<file path="config.mk">
export PLATFORM = sky130hd
export DESIGN_NAME = bq_ctrl
export DESIGN_NICKNAME = d
export VERILOG_FILES = /design/src/bq_pkg.sv /design/src/bq_ctrl.sv
export SDC_FILE = /design/constraint.sdc
export NUM_CORES = 1
export LEC_CHECK = 0
export CORE_AREA = 4 4 41 43
export DETAILED_ROUTE_END_ITERATION = 16
export DIE_AREA = 0 0 45 47
export DONT_BUFFER_PORTS = 1
export GPL_ROUTABILITY_DRIVEN = 1
export GPL_TIMING_DRIVEN = 0
export SYNTH_ARGS = -nofsm -noshare
export SYNTH_HDL_FRONTEND = slang
export SYNTH_SLANG_ARGS = --single-unit
</file>
<file path="constraint.sdc">
create_clock -name clk -period 3.16 [get_ports clk]
set_clock_uncertainty 0.15 [all_clocks]
set_input_delay 0.632 -clock clk [delete_from_list [all_inputs] [get_ports clk]]
set_output_delay 0.632 -clock clk [all_outputs]
set_load 0.01 [all_outputs]
</file>
<file path="src/bq_pkg.sv">
// ----------------------------------------------------------------------------
// bq_pkg
// Shared types and constants for the transposed direct form II biquad section.
// ----------------------------------------------------------------------------
package bq_pkg;

	localparam int SAMPLE_W   = 32;
	localparam int STATE_W    = 64;
	localparam int SHIFT_W    = 5;
	localparam int SHAMT_W    = 6;
	localparam int CFG_IDX_W  = 3;
	localparam int SHIFT_MAX  = 28;
	localparam int BASE_SHIFT = 4;

	localparam logic [CFG_IDX_W-1:0] CFG_B0  = 3'd0;
	localparam logic [CFG_IDX_W-1:0] CFG_B1  = 3'd1;
	localparam logic [CFG_IDX_W-1:0] CFG_B2  = 3'd2;
	localparam logic [CFG_IDX_W-1:0] CFG_A1  = 3'd3;
	localparam logic [CFG_IDX_W-1:0] CFG_A2  = 3'd4;
	localparam logic [CFG_IDX_W-1:0] CFG_SHN = 3'd5;
	localparam logic [CFG_IDX_W-1:0] CFG_SHD = 3'd6;

	typedef enum logic [2:0] {
		ST_IDLE,
		ST_MB0,
		ST_MB1,
		ST_MB2,
		ST_MA1,
		ST_MA2,
		ST_FIN
	} bq_state_t;

	typedef enum logic [2:0] {
		OP_NONE,
		OP_B0,
		OP_B1,
		OP_B2,
		OP_A1,
		OP_A2,
		OP_FIN
	} bq_op_t;

	typedef struct packed {
		logic   load;
		bq_op_t op;
	} bq_cmd_t;

endpackage

</file>
<file path="src/bq_ctrl.sv">
// ----------------------------------------------------------------------------
// bq_ctrl
// Sequencer for one sample: five multiplies on the shared multiplier, then
// the state update and the output register load.
// ----------------------------------------------------------------------------
module bq_ctrl
	import bq_pkg::*;
(
	input  logic    clk,
	input  logic    arst_n,
	input  logic    in_valid,
	output logic    in_stall,
	output logic    out_valid,
	input  logic    out_stall,
	output logic    cfg_ready,
	output bq_cmd_t cmd
);

	bq_state_t state_q;
	bq_state_t state_nxt;
	logic      out_valid_q;
	logic      out_free;
	logic      finish;

	assign out_free = !out_valid_q || !out_stall;

	always_ff @(posedge clk or negedge arst_n) begin
		if (!arst_n) begin
			state_q     <= ST_IDLE;
			out_valid_q <= 1'b0;
		end else begin
			state_q <= state_nxt;
			if (finish) begin
				out_valid_q <= 1'b1;
			end else if (!out_stall) begin
				out_valid_q <= 1'b0;
			end
		end
	end

	always_comb begin
		state_nxt = state_q;
		cmd.op    = OP_NONE;
		in_stall  = 1'b1;
		finish    = 1'b0;
		case (state_q)
			ST_IDLE: begin
				in_stall = 1'b0;
				if (in_valid) begin
					state_nxt = ST_MB0;
				end
			end
			ST_MB0: begin
				cmd.op    = OP_B0;
				state_nxt = ST_MB1;
			end
			ST_MB1: begin
				cmd.op    = OP_B1;
				state_nxt = ST_MB2;
			end
			ST_MB2: begin
				cmd.op    = OP_B2;
				state_nxt = ST_MA1;
			end
			ST_MA1: begin
				cmd.op    = OP_A1;
				state_nxt = ST_MA2;
			end
			ST_MA2: begin
				cmd.op    = OP_A2;
				state_nxt = ST_FIN;
			end
			ST_FIN: begin
				if (out_free) begin
					cmd.op    = OP_FIN;
					finish    = 1'b1;
					in_stall  = 1'b0;
					state_nxt = in_valid ? ST_MB0 : ST_IDLE;
				end
			end
			default: begin
				state_nxt = ST_IDLE;
			end
		endcase
		cmd.load = in_valid && !in_stall;
	end

	assign out_valid = out_valid_q;
	assign cfg_ready = (state_q == ST_IDLE);

	// input transfers only when the datapath is free
	a_accept_state: assert property (@(posedge clk) disable iff (!arst_n)
		(in_valid && !in_stall) |-> (state_q == ST_IDLE || state_q == ST_FIN))
		else $error("input transfer outside idle or final step");

	a_accept_start: assert property (@(posedge clk) disable iff (!arst_n)
		(in_valid && !in_stall) |=> (state_q == ST_MB0))
		else $error("accepted sample did not start the multiply sequence");

	a_out_from_fin: assert property (@(posedge clk) disable iff (!arst_n)
		$rose(out_valid_q) |-> ($past(state_q) == ST_FIN))
		else $error("result presented without finishing a sample");

	a_feedback_order: assert property (@(posedge clk) disable iff (!arst_n)
		(state_q == ST_MA1) |-> ($past(state_q) == ST_MB2))
		else $error("feedback multiply started before output was formed");

endmodule

</file>
==> out/metrics.yaml <==
floorplan:
  start_util: 0.200
  die_h_um: 47
  die_area_um2: 2120
  rows: 13
  die_x_um: 45
  core-area_um2: 1300
  io_pins: 11
timing:
  holdWs_ns: 0.406
  clock.fmax_mhz: 500
  setup_viol: 0
  finalHoldViolCount: 0
  period_minus_slack_ns: 2.00
  slew_headroom: 0.752
  final.setup.tns_ns: 0
  tightest_slew_ns: 0.370
  period_share: 0.632
  slew_violations: 0
  rsz0062_at_grt: "false"
clocking:
  numCtsBuffers: 3
  htree_levels: 1
  cts_resized: 0
  cts_buffer_depth: 2
  cts_tree: "yes"
  clkLatencyLatePin_ns: 0.23
  clkTransAtPathRegs_ns: 0.04
  root_buffer: "clkbuf_4"
  cts.sinks: 4
  cts_setup_buffers: 0
power_and_ir_drop:
  swShare: 0.446
  p_clk_frac: 0.163
  p_int_w: 0.000206
  vdd_drop_max_uv: 274
  comb_power_share: 0.589
  leakagePower_nw: 0.133
  seq_power_share: 0.248
  p_switching_w: 0.000166
  power_density_nw_per_um2: 1190
  p_total_w: 0.000371
synthesis:
  synth_seq_cells: 4
  synth_area_um2: 260
  synth_top_family_by_area: "simple AND/OR/NAND/NOR gates"
  synth_nets: 34
  ys_seq_area_frac: 0.385
  synth_xor_xnor_area_share: 0
  synth.area.mux_share: 0
  synthCells: 30
  synth-simple-area-share: 0.269
  ys_types: 17
  synth_compound_area_frac: 0.212
  yosysWarnings: 0
  syn_avg_cell_area_um2: 8.68
  synth-adder-area-share: 0
finish:
  drive_above_1_share: 0.353
  area_delta_synth_final_pct: 19.7
  diodes: 0
  layout.nets: 40
  nFillCells: 144
worst_hold_path:
  hold_path_class: "register to register"
global_routing:
  overflow: 0
  grt_pass1_wl_um: 910
  grt_max_degree: 10
  antenna_found_initial: 0
  grt_pass1_vias: 211
  track_usage: 0.0634
critical_path:
  crit_path_start_kind: "register"
  arrival_ns: 1.22
  worstPathMaxFanout: 9
  cp.required_ns: 2.38
  crit_path_end_kind: "output pin"
  critPathKind: "register to output pin"
routing:
  wl_um: 525
  vias: 206
  wire_per_inst_um: 10.7
  antenna_left: 0
  drt_iter0_drc: 4
  drt_pass1_iterations: 4
  drt_drc_violations_left: 0
  via_per_inst: 4.20
placement:
  place_hpwl_um: 396
  port_buffers: 0
  gp_congestion: 0.723
outcome:
  outcome: "finished clean"
job:
  drv_cap: 0
-- Yosys cell counts --
library cell	number	area (um2)
a21oi_2	1	8.76
dfrtp_1	4	100
inv_2	2	7.51
o21ai_1	3	15.0
or2_1	1	6.26
and2_4	1	8.76
nor2b_1	1	6.26
a21oi_1	3	15.0
a211o_1	1	8.76
nor2_1	2	7.51
buf_2	1	5.00
nor3_1	3	15.0
a21boi_1	1	7.51
nand2_2	1	6.26
nand2_1	2	7.51
nor3b_2	1	12.5
buf_6	2	22.5
-- layout by cell type, fill, tap and decap left out --
master,synthesis,layout
nand2_1,2,2
nor2b_1,1,1
inv_2,2,2
o21ai_1,3,3
a21oi_2,1,1
a211o_1,1,1
nor2_1,2,2
or2_1,1,1
a21oi_1,3,3
buf_2,1,1
clkbuf_4,0,3
nand2_2,1,1
nor3b_2,1,1
nor3_1,3,3
a21boi_1,1,1
and2_4,1,1
dlygate4sd3_1,0,1
dfrtp_1,4,4
buf_6,2,2
-- layer usage --
| layer | vias to the layer above | share of wire | global-route usage |
|---|---|---|---|
| met5 | - | 0 | 0 |
| met4 | 0 | 0 | 0.0702 |
| met3 | 0 | 0.051 | 0.0153 |
| met2 | 9 | 0.48 | 0.0819 |
| met1 | 87 | 0.46 | 0.0805 |
| li1 | 110 | - | - |
-- registers in the layout, summed over array words and instances (netlist names) --
register,flops
out_valid,1
state_q,3
-- final cells by class --
| class | count | area (um2) | share of cell area |
|---|---|---|---|
| well taps | 15 | 18.8 | 0.0602 |
| repair buffers | 1 | 10.0 | 0.0321 |
| flip-flops and latches | 4 | 100 | 0.321 |
| multi-input cells | 21 | 125 | 0.402 |
| clock buffers | 3 | 22.5 | 0.0723 |
| inverters | 2 | 7.51 | 0.0241 |
| plain buffers | 3 | 27.5 | 0.0884 |
-- metrics by stage --
step	area (um2)	instances	setup slack, ns	utilization
5_1_grt	312	49	1.07	0.239
6_report	312	49	1.16	0.239
3_5_place_dp	279	45	1.27	0.214
3_3_place_gp	279	45	1.27	0.214
4_1_cts	312	49	1.16	0.239
2_1_floorplan	260	30	1.35	-
-- path summary, 6_finish.rpt --
kind                       startpoint    endpoint  slack, ns  cells after the start
max                        state_q[2]    in_stall       1.16                      4
min                        state_q[1]  state_q[1]       0.41                      2
max reg2reg                 out_valid  state_q[1]       2.05                      3
min reg2reg                state_q[1]  state_q[1]       0.41                      2
max in group asynchronous      arst_n   out_valid       2.17                      1
min in group asynchronous      arst_n  state_q[2]       0.52                      1
-- critical path: stages, from the launching register on --
cell	delay (ns)
dfrtp_1	0.36
buf_6	0.13
and2_4	0.16
a21oi_2	0.16
or2_1	0.17
-- power by group through the flow --
stage / registers, W / logic [W] / clock network (W)
after floorplan: 0.0000916 / 0.000189 / 0
after CTS: 0.0000921 / 0.000222 / 0.0000628
after detailed placement: 0.0000928 / 0.000219 / 0
final: 0.0000920 / 0.000219 / 0.0000606
after global routing: 0.0000944 / 0.000253 / 0.0000694
after global placement: 0.0000926 / 0.000218 / 0
-- what timing repair did --
item / 4_1_cts / 5_1_grt
setup endpoints to repair: 0 / 0
hold buffers: 1 / 0
endpoints found under the hold margin: 4 / 0
-- cell families (layout without fill, tap and decap cells) --
family	after synthesis	after routing
compound gates	9	9
buf+inv	5	9
simple gates	12	12
flops	4	4
Note: power is estimated with default switching activity, not from simulation.
